**config.mk**
```make
export PLATFORM = sky130hd
export DESIGN_NAME = tlas_slot_unit
export DESIGN_NICKNAME = d
export VERILOG_FILES = /design/src/hdl/tlas_pkg.sv /design/src/hdl/tlas_slot_unit.sv
export SDC_FILE = /design/constraint.sdc
export NUM_CORES = 1
export LEC_CHECK = 0
export BUFFER_PORTS_ARGS = -buffer_cell sky130_fd_sc_hd__buf_2
export CORE_ASPECT_RATIO = 1.75
export CORE_MARGIN = 4
export CORE_UTILIZATION = 59
export DETAILED_ROUTE_END_ITERATION = 8
export GPL_TIMING_DRIVEN = 1
export PLACE_DENSITY_LB_ADDON = 0.3
export SLEW_MARGIN = 10
export SYNTH_ARGS = -nofsm -noshare
export SYNTH_HDL_FRONTEND = slang
export SYNTH_SLANG_ARGS = --single-unit
```
**constraint.sdc**
```tcl
create_clock -name aclk -period 8.2 [get_ports aclk]
set_input_delay 0.41 -clock aclk [delete_from_list [all_inputs] [get_ports aclk]]
set_output_delay 0.41 -clock aclk [all_outputs]
set_load 0.005 [all_outputs]
```
**src/hdl/tlas_pkg.sv**
```systemverilog
// Shared types and constants for the text line assembler with scrollback.
// Used by the slot unit, the history store, the top module and the testbench; no dependencies of its own.
package tlas_pkg;

    // operation codes carried on s_tuser
    localparam logic [1:0] OP_PUT   = 2'd0;
    localparam logic [1:0] OP_READ  = 2'd1;
    localparam logic [1:0] OP_CLEAR = 2'd2;

    localparam logic [7:0] CH_NEWLINE     = 8'd10;
    localparam logic [7:0] CH_TAB         = 8'd9;
    localparam logic [7:0] CH_SPACE       = 8'd32;
    localparam logic [7:0] CH_FIRST_PRINT = 8'd32;
    localparam logic [7:0] CH_PAST_PRINT  = 8'd127;
    localparam logic [2:0] TAB_STOP       = 3'd4;

    // controls of the shared slot / row-base unit
    typedef struct packed {
        logic sum_en;   // register wrapped slot = a + b mod depth
        logic mul_en;   // register row base = slot * row length
    } slot_ctl_t;

    // controls of the history store
    typedef struct packed {
        logic char_we;
        logic char_re;
        logic len_we;
        logic len_re;
    } hist_ctl_t;

endpackage

```
**src/hdl/tlas_slot_unit.sv**
```systemverilog
// Shared address unit: ring slot add with wrap, then row base multiply.
// Depends on tlas_pkg for the control struct.
module tlas_slot_unit
    import tlas_pkg::*;
#(
    parameter int HISTORY_LINES = 256,
    parameter int LINE_COLS     = 90,
    parameter int SLOT_W        = 8,
    parameter int ADDR_W        = 15
) (
    input  logic              aclk,
    input  slot_ctl_t         ctl,
    input  logic [SLOT_W-1:0] opnd_a,
    input  logic [SLOT_W-1:0] opnd_b,
    output logic [SLOT_W-1:0] slot,
    output logic [ADDR_W-1:0] base
);

    logic [SLOT_W:0]   sum;
    logic [SLOT_W-1:0] slot_reg;
    logic [ADDR_W-1:0] base_reg;

    assign sum = {1'b0, opnd_a} + {1'b0, opnd_b};

    always_ff @(posedge aclk) begin
        if (ctl.sum_en) begin
            if (sum >= (SLOT_W+1)'(HISTORY_LINES)) begin
                slot_reg <= SLOT_W'(sum - (SLOT_W+1)'(HISTORY_LINES));
            end else begin
                slot_reg <= sum[SLOT_W-1:0];
            end
        end
        if (ctl.mul_en) begin
            base_reg <= ADDR_W'(slot_reg) * ADDR_W'(LINE_COLS);
        end
    end

    assign slot = slot_reg;
    assign base = base_reg;

endmodule

```
==> out/results.tsv <==
stage	metric	value	unit
outcome	status	finished, final reports clean	
route	dr.max_layer_used	met4	
synthesis	yosysTopAreaCell	edfxtp_1	
clock_tree	clkTransAtPathRegs	80	ps
route	route.met3.wl	161	um
sta	clock.fmax	300	MHz
synthesis	ys_seq_elements	22	
die	core.rowCount	26	
cells_and_area	drive_gt1_share	21.1	%
flow_run	maxCapViolCount	0	
clock_tree	cts_buffer_depth	2	
die	coreArea	2990	um2
route	viasPerCell	5.31	
synthesis	synth_nets	234	
place	gp_congestion	0.858	
clock_tree	cts_resized	0	
place	post-dp-hpwl	2960	um
critical_path	cp.required	8220	ps
route	wl_per_cell	13.2	um
cells_and_area	nets	276	
sta	rsz0062_at_grt	no	
synthesis	synth_area	1860	um2
synthesis	synth_area_leaders	edfxtp_1, ha_1, fa_1	
synthesis	syn_inst	172	
place	io_buffers	40	
synthesis	ys_seq_area_share	35.5	%
sta	fin_crit	3340	ps
place	pre_cts_ws	4850	ps
place	placed_cell_area	2100	um2
route	num_vias	1354	
critical_path	cp.arrival	3350	ps
cells_and_area	largest_reg_flops	14	
place	dp.cells	251	
power	powerDensity	356	nW/um2
sta	setup_viol	0	
cells_and_area	n_antenna_cell	0	
power	irDropWorstVdd	171	uV
clock_tree	htree_num_levels	1	
sta	skew	3.25	ps
route	wl_met1	1180	um
critical_path	criticalPathCategory	reg -> reg	
cells_and_area	fin_area	2140	um2
clock_tree	cts_tree	done	
die	dieArea	4150	um2
sta	setup_tns	0	ps
synthesis	synth_warnings	0	
grt	grt_max_degree	15	
grt	track_usage	17.8	%
die	dieWidth	50.5	um
route	wl	3370	um
grt	grt_overflow_total	0	
clock_tree	clock_sinks	22	
clock_tree	ctsHoldBuffers	0	
critical_path	end_kind	flop	
synthesis	synth.avg_cell_area	10.8	um2
power	power_leakage	0.00106	uW
cells_and_area	synthToLayoutAreaGrowth	15.2	%
grt	antenna_found_initial	0	
critical_path	worstPathMaxFanout	4	
synthesis	synth_top_area_share	35.5	%
clock_tree	clk_latency	260	ps
route	drcViolationCount	0	
route	met2WireLength	1970	um
sta	final.setup.worst_slack	4860	ps
synthesis	synth_cell_types	32	
sta	fin_crit_sh	40.7	%
min_path	hold_class	in -> reg	
route	dr.pass1.iters	4	
critical_path	start_kind	flop	
clock_tree	cts-root-buf	clkbuf_8	
route	ant_nets	0	
sta	timing.final.hold_violations	0	
power	fin_total_pwr	763	uW
grt	grt_pass1_vias	1427	
die	floorplan.initialDensity	62.2	%
clock_tree	post-cts-setup-buffers	0	
grt	grt_pass1_wl	5710	um
cells_and_area	stdcell_count	255	
die	ios	42	
route	drtIter0Drc	15	
clock_tree	cts_buffers	3	
sta	slew_viol_final	0	
die	die_h	82.3	um
==> metal layers <==
| layer | track usage (%) | vias to the layer above |
|---|---|---|
| li1 | - | 670 |
| met1 | 17.0 | 636 |
| met2 | 35.7 | 40 |
| met3 | 2.15 | 8 |
| met4 | 9.70 | 0 |
| met5 | 0 | - |
==> critical path, stage by stage (launching register included) <==
cell	delay (ps)
edfxtp_1	480
ha_1	370
fa_1	540
inv_1	50
fa_1	500
inv_1	40
ha_1	340
a21o_2	240
a21oi_2	220
o21ai_0	150
xor2_1	150
==> area by class of cell <==
cell class              count  area, um2
multi-input cells         107       1040
fillers                   214        848
flip-flops and latches     22        661
repair buffers             40        200
inverters                  40        150
well taps                  42       52.6
clock buffers               3       41.3
clock inverters             1       3.75
==> kinds of logic (layout without fill, tap and decap cells) <==
family | count (synthesis) | after routing | share of synthesized area [%]
AND/OR/NAND/NOR | 27 | 27 | 7.33
flip-flops | 22 | 22 | 35.5
buffers and inverters | 43 | 84 | 8.87
XOR/XNOR | 12 | 12 | 5.65
other | 1 | 1 | 0.201
AO/OA/AOI/OAI | 24 | 24 | 9.14
adder cells (fa/ha/maj) | 43 | 43 | 33.3
==> path summary, 6_finish.rpt <==
kind | from | to | slack (ps) | cells past startpoint
hold reg to reg | slot[0]$_DFFE_PP_ | base[1]$_DFFE_PP_ | 520 | 0
setup / recovery | slot[6]$_DFFE_PP_ | base[13]$_DFFE_PP_ | 4860 | 10
setup reg to reg | slot[6]$_DFFE_PP_ | base[13]$_DFFE_PP_ | 4860 | 10
hold / removal | opnd_b[0] | slot[0]$_DFFE_PP_ | 440 | 2
==> power by group <==
group	switching [uW]	internal (uW)
sequential	11.6	192
clock	35.0	33.4
combinational	276	215
==> cells in the mapped netlist, drive strengths merged <==
cell type / instances
a21boi: 1
o21ai: 3
edfxtp: 22
buf: 1
o41ai: 2
nor2b: 1
nor3: 4
or4b: 1
nand3: 7
o21a: 1
fa: 11
a31oi: 2
nand4: 2
o2111ai: 1
conb: 1
inv: 40
a22o: 1
o221ai: 1
nand2: 2
xor2: 5
ha: 32
o21bai: 2
a21o: 1
nor2: 7
o311ai: 1
nand2b: 2
o211ai: 3
a21oi: 5
xnor2: 7
clkbuf: 2
and3: 1
==> through the flow <==
step                      hold slack, ps  utilization [%]
after CTS                            431             71.7
after detailed placement             503             70.2
after floorplan                      510                -
after global routing                 428             71.7
final                                441             71.7
after global placement               499             70.2
==> cells in the final DEF (no fill, tap or decap), types with 3 or more instances in the layout <==
cell type  netlist  layout
edfxtp_1        22      22
xor2_1           5       5
o211ai_1         3       3
ha_1            32      32
a21oi_1          4       4
nor3_1           4       4
buf_2            0      40
xnor2_1          7       7
clkbuf_8         0       3
o21ai_0          3       3
nor2_1           7       7
inv_1           40      40
nand3_1          7       7
fa_1            11      11
No activity file was read; power rests on OpenSTA's default activity.
