$ cat config.mk
export PLATFORM = sky130hd
export DESIGN_NAME = tlas_line_buf
export DESIGN_NICKNAME = d
export VERILOG_FILES = /design/src/hdl/tlas_line_buf.sv
export SDC_FILE = /design/constraint.sdc
export NUM_CORES = 1
export LEC_CHECK = 0
export BUFFER_PORTS_ARGS = -buffer_cell sky130_fd_sc_hd__buf_2
export CAP_MARGIN = 20
export CORE_MARGIN = 2
export CORE_UTILIZATION = 25
export DETAILED_ROUTE_END_ITERATION = 10
export HOLD_SLACK_MARGIN = 0.12
export PLACE_DENSITY = 0.44
export RECOVER_POWER = 25
export SLEW_MARGIN = 20
export SYNTH_ARGS = -nofsm -noshare
export SYNTH_HDL_FRONTEND = slang
export SYNTH_SLANG_ARGS = --single-unit
$ cat constraint.sdc
create_clock -name aclk -period 2.59 [get_ports aclk]
set_clock_uncertainty 0.15 [all_clocks]
set_input_delay 0.1295 -clock aclk [delete_from_list [all_inputs] [get_ports aclk]]
set_output_delay 0.1295 -clock aclk [all_outputs]
set_load 0.05 [all_outputs]
$ cat src/hdl/tlas_line_buf.sv
// Partial line store: one write port, one registered read port.
// Depends on nothing but its parameters.
module tlas_line_buf #(
    parameter int LINE_COLS = 90,
    parameter int COL_W     = 7
) (
    input  logic             aclk,
    input  logic             wr_en,
    input  logic [COL_W-1:0] wr_addr,
    input  logic [7:0]       wr_data,
    input  logic             rd_en,
    input  logic [COL_W-1:0] rd_addr,
    output logic [7:0]       rd_data
);

    logic [7:0] line_mem [LINE_COLS];
    logic [7:0] rd_data_reg;

    always_ff @(posedge aclk) begin
        if (wr_en) begin
            line_mem[wr_addr] <= wr_data;
        end
        if (rd_en) begin
            rd_data_reg <= line_mem[rd_addr];
        end
    end

    assign rd_data = rd_data_reg;

endmodule

==> results of run 1 <==
[routing by layer]
layer | global-route usage, % | vias up | routed length [um]
met5 | 0 | - | 30
met3 | 2.13 | 96 | 3540
met4 | 3.47 | 4 | 1430
met1 | 17.5 | 7623 | 34100
met2 | 21.1 | 334 | 36700
li1 | - | 6232 | -
[cell usage in the layout (no fill, tap or decap), drive strengths merged]
master / synthesis / final
nor2b: 21 / 21
nand3b: 2 / 2
o221ai: 8 / 8
a211o: 9 / 9
a2111oi: 2 / 2
buf: 44 / 230
mux4: 153 / 153
nor4: 1 / 1
clkinvlp: 0 / 1
nand2b: 4 / 4
mux2i: 83 / 83
nand2: 34 / 34
or2: 1 / 1
or3b: 1 / 1
o22ai: 13 / 13
a31oi: 2 / 2
a211oi: 21 / 21
or3: 2 / 2
nor3: 4 / 4
mux2: 8 / 8
nand4: 1 / 1
clkinv: 0 / 29
dlygate4sd3: 0 / 19
and2: 2 / 2
and2b: 1 / 1
a21oi: 16 / 16
a32oi: 6 / 6
a221oi: 7 / 7
o211ai: 17 / 17
bufinv: 0 / 4
nand3: 12 / 12
o21ai: 12 / 12
a22oi: 14 / 14
nor2: 94 / 94
inv: 1 / 4
nor3b: 1 / 1
edfxtp: 728 / 728
clkbuf: 31 / 109
[per-stage QoR]
stage                     total power, uW  instance area, um2  setup TNS [ns]  cells  util, %
after floorplan                     14000               28700               0   1357        -
after global placement              14700               32000          -0.138   3032     28.1
after detailed placement            14800               32000         -0.0426   3032     28.1
after CTS                           25600               34700               0   3188     30.4
after global routing                26100               34600               0   3188     30.4
final                               25300               34600               0   3188     30.4
[power by group through the flow]
stage	logic, uW	registers, uW	clock network, uW
floorplan	678	13300	0
global placement	1440	13300	0
detailed placement	1450	13300	0
CTS	1470	13100	11100
global route	1520	13100	11500
finish	1430	13100	10800
[worst paths after layout]
check                                     start          to  slack (ns)
worst max-delay path                 rd_addr[3]  rd_data[4]        0.13
worst min-delay path                 rd_addr[5]  rd_data[2]        0.18
worst max register to register  line_mem[12][5]  rd_data[5]        0.19
worst min register to register  line_mem[88][5]  rd_data[5]        0.66
[area by class of cell]
cell class,count,area (um2)
Multi-Input combinational cell,552,6260
Sequential cell,728,21900
Clock buffer,100,2140
Inverter,1,3.75
Timing Repair Buffer,258,2160
Clock inverter,37,304
Tap cell,1512,1890
Fill cell,11100,79400
[cell families (layout without fill, tap and decap cells)]
group / count (synthesis) / after routing / synth area share, %
AO/OA/AOI/OAI: 127 / 127 / 3.24
AND/OR/NAND/NOR: 181 / 181 / 2.79
multiplexers: 244 / 244 / 15.8
buffers and inverters: 77 / 396 / 1.94
flip-flops: 728 / 728 / 76.2
[timing repair]
action | CTS | global route
endpoints found under the setup margin | 0 | 1
hold buffers | 19 | 0
endpoints found under the hold margin | 630 | 0
resized for setup | 0 | 1
[worst max-delay path: stages]
cell and delay [ns]:
dlygate4sd3_1 0.53, buf_2 0.16, buf_12 0.18, nor2b_1 0.85, a2111oi_0 0.33, a211o_1 0.38
a32oi_1 0.18
==> impl_metrics.ini, run 1 <==
[drt]
drt_pass1_iterations = 5
vias = 14300
vias_per_cell = 4.48
wl_per_cell_um = 23.8
drt_iter0_drc = 1169
wl_um = 75700
drtAntennaViolNets = 0
drc = 0

[cts]
clkLatencyLatePin_ns = 0.63
path_clk_slew_ns = 0.06
cts.path.max_buffers = 3
root_buffer = clkbuf_16
htree_levels = 3
cts_made_buffers = 81
cts_tree = built
cts_setup_buffers = 0
clock-sinks = 728

[sta]
min_period_ns = 2.46
holdWs_ns = 0.181
final-max-slew-violation-count = 91
setup_violations = 0
maxSlewHeadroom_pct = -38.0
setup_slack_ns = 0.129
tightest_slew_ns = 2.07
final_hold_viol_count = 0
max_clock_freq_ghz = 0.406
rsz0062_at_grt = false
timing.final.crit_share_pct = 95.0

[synth]
ys_top_cells_by_count = edfxtp_1, mux4_2, nor2_1
synth-main-ff-cell = edfxtp_1
syn_area_mm2 = 0.0287
yosysWarnings = 0
netlist.area_leader.share_pct = 76.2
synth.most_common_cell = edfxtp_1
synth_area_leaders = edfxtp_1, mux4_2, mux4_1
synth_edf_count = 728
syn-num-nets = 1382
yosys_register_bits = 728
yosys.cell_types.count = 44
yosysTopAreaCell = edfxtp_1
yosysSeqAreaShare_pct = 76.2
syn_area_per_cell_um2 = 21.1
synthCells = 1357
async_flop_share_pct = 0

[power_and_ir_drop]
clkPwrFrac_pct = 42.6
ir_drop_v = 0.000441
power_frac_comb_pct = 5.6
switchingPower_uw = 5440
switching_share_pct = 21.5
intPower_uw = 19800
powerDensity_mw_per_mm2 = 730
p_leak_uw = 0.0112
seqPwrFrac_pct = 51.7

[die]
rows = 124
core-area_mm2 = 0.114
fp.dieArea_mm2 = 0.117
initial_utilization_pct = 25.1
die_h_um = 343
io_pins = 33
die_w_um = 343

[hold_path]
worstHoldPathCells = 5
hold_class = primary input to flip-flop

[place]
dp_slack_ns = -0.0426
io_buffer_count = 32
hpwl_um = 49000
gp_congestion = 0.774

[final_layout]
nets = 1647
antennaDiodeCount = 0
drive_above_1_share_pct = 27.9
syn2layout_area_growth_pct = 20.8
largest_reg_flops = 720

[outcome]
status = finished with violations
failed_checks = max-capacitance violations, max-slew violations

[global_routing]
grt_first_pass_wirelength_um = 108000
grt_pass1_vias = 14800
grt_max_degree = 91
overflow = 0
antenna_found_initial = 9
grt.total_usage_pct = 12.8

[worst_setup_path]
arrival_ns = 2.77
critPathKind = primary input to flip-flop
ff2ff_path_depth = 7
critPathMaxFanout = 30
start_kind = primary input
cp.required_ns = 2.90
end_kind = flip-flop

[job]
cap_viol_max_count = 1
Power figures use the tool's default switching activity.
==> run 2, diff against run 1 <==
Settings changed: CTS_BUF_LIST set to sky130_fd_sc_hd__clkbuf_8 sky130_fd_sc_hd__clkbuf_16.
==> impl_metrics.ini, run 2 (same netlist as run 1, synthesis figures left out) <==
[final_layout]
largest_reg_flops = 720
layout_commonest_cell = edfxtp_1
antennaDiodeCount = 0
drive_above_1_share_pct = 27.9
fillCellCount = 11100
nets = 1647
syn2layout_area_growth_pct = 20.8
final_cell_mix = edfxtp_1, buf_4, mux4_2

[cts]
cts.path.max_buffers = 3
clkLatencyLatePin_ns = 0.63
path_clk_slew_ns = 0.06
clock-sinks = 728
cts_made_buffers = 81
cts_tree = built
cts_setup_buffers = 0
htree_levels = 3
root_buffer = clkbuf_16

[global_routing]
overflow = 0
grt_pass1_vias = 14800
grt.total_usage_pct = 12.8
grt_first_pass_wirelength_um = 108000
antenna_found_initial = 9
grt_max_degree = 91

[worst_setup_path]
path_delay_family = compound AO/OA/AOI/OAI gates
critPathMaxFanout = 30
rr_endpoint = rd_data[5]
endpoint = rd_data[4]
cp.depth = 7
critical_path.max_stage_delay_ns = 0.84
arrival_ns = 2.76
cp.required_ns = 2.90
start_kind = primary input
cp_slowest_cell = nor2b_1
ff2ff_path_depth = 7
startpoint = rd_addr[3]
r2r_start = line_mem[12][5]
end_kind = flip-flop
ff2ff_setup_slack_ns = 0.19
critPathKind = primary input to flip-flop
cp_cell_sequence = dlygate4sd3_1 > buf_2 > buf_12 > nor2b_1 > a2111oi_0 > a211o_1 > a32oi_1
critPathBufInv = 3

[sta]
maxSlewHeadroom_pct = -39.3
tightest_slew_ns = 2.09
final-max-slew-violation-count = 91
final_hold_viol_count = 0
setup_violations = 0
min_period_ns = 2.45
fin_tns_setup_ns = 0
timing.final.crit_share_pct = 94.7
max_clock_freq_ghz = 0.408
holdWs_ns = 0.171
rsz0062_at_grt = false

[job]
cap_viol_max_count = 1

[die]
io_pins = 33
die_w_um = 343
initial_utilization_pct = 25.1
rows = 124
core-area_mm2 = 0.114
die_h_um = 343
fp.dieArea_mm2 = 0.117

[drt]
drt_pass1_iterations = 5
routed.top_layer = met5
drt-met1-wl_um = 34100
wl_um = 75700
drtAntennaViolNets = 0
wl_per_cell_um = 23.8
drc = 0
drt_iter0_drc = 1182
wl_met3_um = 3500
vias = 14300
wl_met2_um = 36700
vias_per_cell = 4.48

[power_and_ir_drop]
p_leak_uw = 0.0113
ir_drop_v = 0.000439
powerDensity_mw_per_mm2 = 728

[hold_path]
hold_class = primary input to flip-flop

[place]
hpwl_um = 49000
io_buffer_count = 32
gp_congestion = 0.774

[outcome]
failed_checks = max-capacitance violations, max-slew violations
status = finished with violations
[run 2: cell count changes in the layout (fill, tap and decap cells not counted), sizes merged]
cell,delta
clkbuf,-17
inv,+17
[run 2: power breakdown]
group	total, uW	switching, uW	leakage [uW]	internal, uW
combinational	1430	886	0.00349	541
sequential	13100	31.3	0.00655	13000
clock	10700	4530	0.00127	6180
total	25200	5450	0.0113	19800
[run 2: how the worst min path moves through the flow]
stage,to,cells past startpoint,from
floorplan,line_mem[0][0],0,wr_data[0]
global placement,rd_data[0],1,rd_en
detailed placement,rd_data[0],1,rd_en
CTS,line_mem[88][6],5,wr_addr[5]
global route,rd_data[3],5,rd_addr[5]
finish,rd_data[2],5,rd_addr[5]
[run 2: per-layer routing]
metal / GRT usage, % / up-vias
met2: 21.1 / 320
li1: - / 6230
met3: 2.13 / 99
met5: 0 / -
met4: 3.47 / 4
met1: 17.5 / 7629
[run 2: what timing repair did]
item | in CTS | in global routing
gates resized for setup | 0 | 1
endpoints found under the setup margin | 0 | 1
hold buffers | 19 | 0
hold endpoints to repair | 630 | 0
[run 2: layout make-up]
type / instances / area, um2 / area share [%]
Timing Repair Buffer: 258 / 2160 / 6.25
Clock buffer: 83 / 2080 / 6.00
Inverter: 1 / 3.75 / 0.0108
Sequential cell: 728 / 21900 / 63.1
Tap cell: 1512 / 1890 / 5.46
Multi-Input combinational cell: 552 / 6260 / 18.1
Clock inverter: 54 / 368 / 1.06
[run 2: metrics by stage]
stage	total power (uW)	util, %	cell area (um2)	instances	setup WS [ns]
6_report	25200	30.4	34600	3188	0.136
5_1_grt	26000	30.4	34600	3188	0.0408
4_1_cts	25500	30.4	34700	3188	0.0625
3_5_place_dp	14800	28.1	32000	3032	-0.0426
3_3_place_gp	14700	28.1	32000	3032	-0.0641
2_1_floorplan	14000	-	28700	1357	0.582
[run 2: worst reg2reg max path: stages, from the launching register on]
cell      delay, ns
edfxtp_1       0.36
mux4_2         0.47
a211oi_1       0.39
buf_4          0.18
a21oi_1        0.12
a22oi_1        0.28
buf_4          0.14
a31oi_1        0.03
==> run 3, diff against run 2 <==
Settings changed: PLACE_DENSITY 0.44 to 0.46, RECOVER_POWER 25 to not set, TNS_END_PERCENT set to 20.
Clock period 2.59 ns to 2.2 ns, I/O delays scaled along.
==> impl_metrics.ini, run 3 (same netlist as run 1, synthesis figures left out) <==
[cts]
clock-sinks = 728
cts_tree = built
path_clk_slew_ns = 0.06
htree_levels = 3
clkLatencyLatePin_ns = 0.63
cts_setup_buffers = 0
root_buffer = clkbuf_16
cts_made_buffers = 79
cts.path.max_buffers = 3

[worst_setup_path]
arrival_ns = 2.45
path_delay_family = multiplexers
cp_slowest_cell = mux4_2
critPathBufInv = 1
ff2ff_setup_slack_ns = -0.03
end_kind = flip-flop
critical_path.max_stage_delay_ns = 0.47
critPathKind = flip-flop to flip-flop
start_kind = flip-flop
ff2ff_path_depth = 7
r2r_start = line_mem[16][4]
rr_endpoint = rd_data[4]
cp.required_ns = 2.42
cp_cell_sequence = mux4_2 > mux2i_2 > nor2_2 > a2111oi_4 > buf_4 > a211o_1 > a32oi_1
critPathMaxFanout = 1

[die]
core-area_mm2 = 0.114
io_pins = 33
fp.dieArea_mm2 = 0.117
initial_utilization_pct = 25.1
die_h_um = 343
rows = 124
die_w_um = 343

[power_and_ir_drop]
p_total_uw = 29800
p_leak_uw = 0.0115
powerDensity_mw_per_mm2 = 848
ir_drop_v = 0.000499

[sta]
rsz0062_at_grt = true
tightest_slew_ns = 0.602
final-max-slew-violation-count = 0
max_clock_freq_ghz = 0.449
final_hold_viol_count = 0
setup_slack_ns = -0.0271
min_period_ns = 2.23
maxSlewHeadroom_pct = 59.8
setup_violations = 2
timing.final.crit_share_pct = 101

[drt]
drt_iter0_drc = 1386
drc = 0
vias_per_cell = 4.48
vias = 14500
wl_um = 76700
wl_per_cell_um = 23.7
drtAntennaViolNets = 0
drt_pass1_iterations = 5

[final_layout]
largest_reg_flops = 720
drive_above_1_share_pct = 29.7
layout_commonest_cell = edfxtp_1
final_util_pct = 30.8
final_cell_mix = edfxtp_1, buf_4, mux4_2
syn2layout_area_growth_pct = 22.6
nets = 1680
fillCellCount = 11000

[hold_path]
worstHoldPathCells = 2
hold_end = line_mem[62][2]
hold_class = primary input to flip-flop
holdCritStartpoint = wr_data[2]

[outcome]
failed_checks = negative setup slack
status = finished with violations

[global_routing]
grt_first_pass_wirelength_um = 110000
antenna_found_initial = 11
grt_pass1_vias = 15100
overflow = 0
grt_max_degree = 91
grt.total_usage_pct = 13.1

[job]
cap_viol_max_count = 0

[place]
gp_congestion = 0.786
hpwl_um = 51000
io_buffer_count = 32
run 3: cell count changes in the layout (fill, tap and decap cells not counted), moves of 3 or more:
| cell | change |
|---|---|
| buf_4 | +30 |
| buf_12 | +14 |
| diode_2 | +8 |
| clkbuf_2 | -6 |
| clkbuf_16 | -3 |
| clkinv_1 | +3 |
| clkinv_2 | -3 |
| clkinvlp_4 | +3 |
| inv_1 | +3 |
run 3: cell type report:
cell class,count,area [um2],share of cell area (%)
Tap cell,1512,1890,5.38
Clock inverter,62,454,1.29
Timing Repair Buffer,293,2630,7.49
Multi-Input combinational cell,552,6300,17.9
Sequential cell,728,21900,62.2
Inverter,1,3.75,0.0107
Clock buffer,80,2000,5.69
Antenna cell,8,20.0,0.0569
run 3: through the flow:
| step | hold slack (ns) | setup WS [ns] | std cells | TNS (ns) | cell area, um2 |
|---|---|---|---|---|---|
| 6_report | 0.202 | -0.0271 | 3236 | -0.0294 | 35200 |
| 4_1_cts | 0.161 | 0.000428 | 3228 | 0 | 35100 |
| 3_3_place_gp | 0.289 | -0.703 | 3066 | -3.02 | 32400 |
| 2_1_floorplan | 0.0589 | 0.212 | 1357 | 0 | 28700 |
| 5_1_grt | 0.170 | -0.109 | 3232 | -0.232 | 35200 |
| 3_5_place_dp | 0.294 | -0.697 | 3066 | -2.89 | 32400 |
run 3: worst max-delay path by stage:
stage                                  to            start  depth (start not counted)
final                          rd_data[4]  line_mem[16][4]                          7
after global routing           rd_data[4]  line_mem[24][4]                          7
after CTS                 line_mem[63][7]       wr_addr[3]                          8
after detailed placement       rd_data[4]       rd_addr[0]                          9
after global placement         rd_data[4]       rd_addr[0]                          9
after floorplan                rd_data[0]       rd_addr[0]                          7
run 3: worst reg2reg max path, stage by stage (launching register included):
cell and delay [ns]:
edfxtp_1 0.38, mux4_2 0.47, mux2i_2 0.19, nor2_2 0.09, a2111oi_4 0.38, buf_4 0.18, a211o_1 0.10, a32oi_1 0.05
run 3: per-layer routing:
layer	global-route usage (%)	vias up	wire length, um
met4	3.13	4	1500
met5	0	-	21
met1	18.6	7678	35500
met2	20.2	389	35200
met3	3.03	96	4480
li1	-	6316	-
run 3: report_power, final:
part           internal (uW)  switching, uW  total [uW]
combinational            725           1070        1800
sequential             15300           46.4       15400
clock                   7300           5330       12600
total                  23400           6450       29800
run 3: repair_timing:
item                                    4_1_cts  5_1_grt
endpoints found under the setup margin        1       16
resized for setup                             3        9
endpoints found under the hold margin       872        0
hold buffers                                 20        0
pin swaps                                     1        2
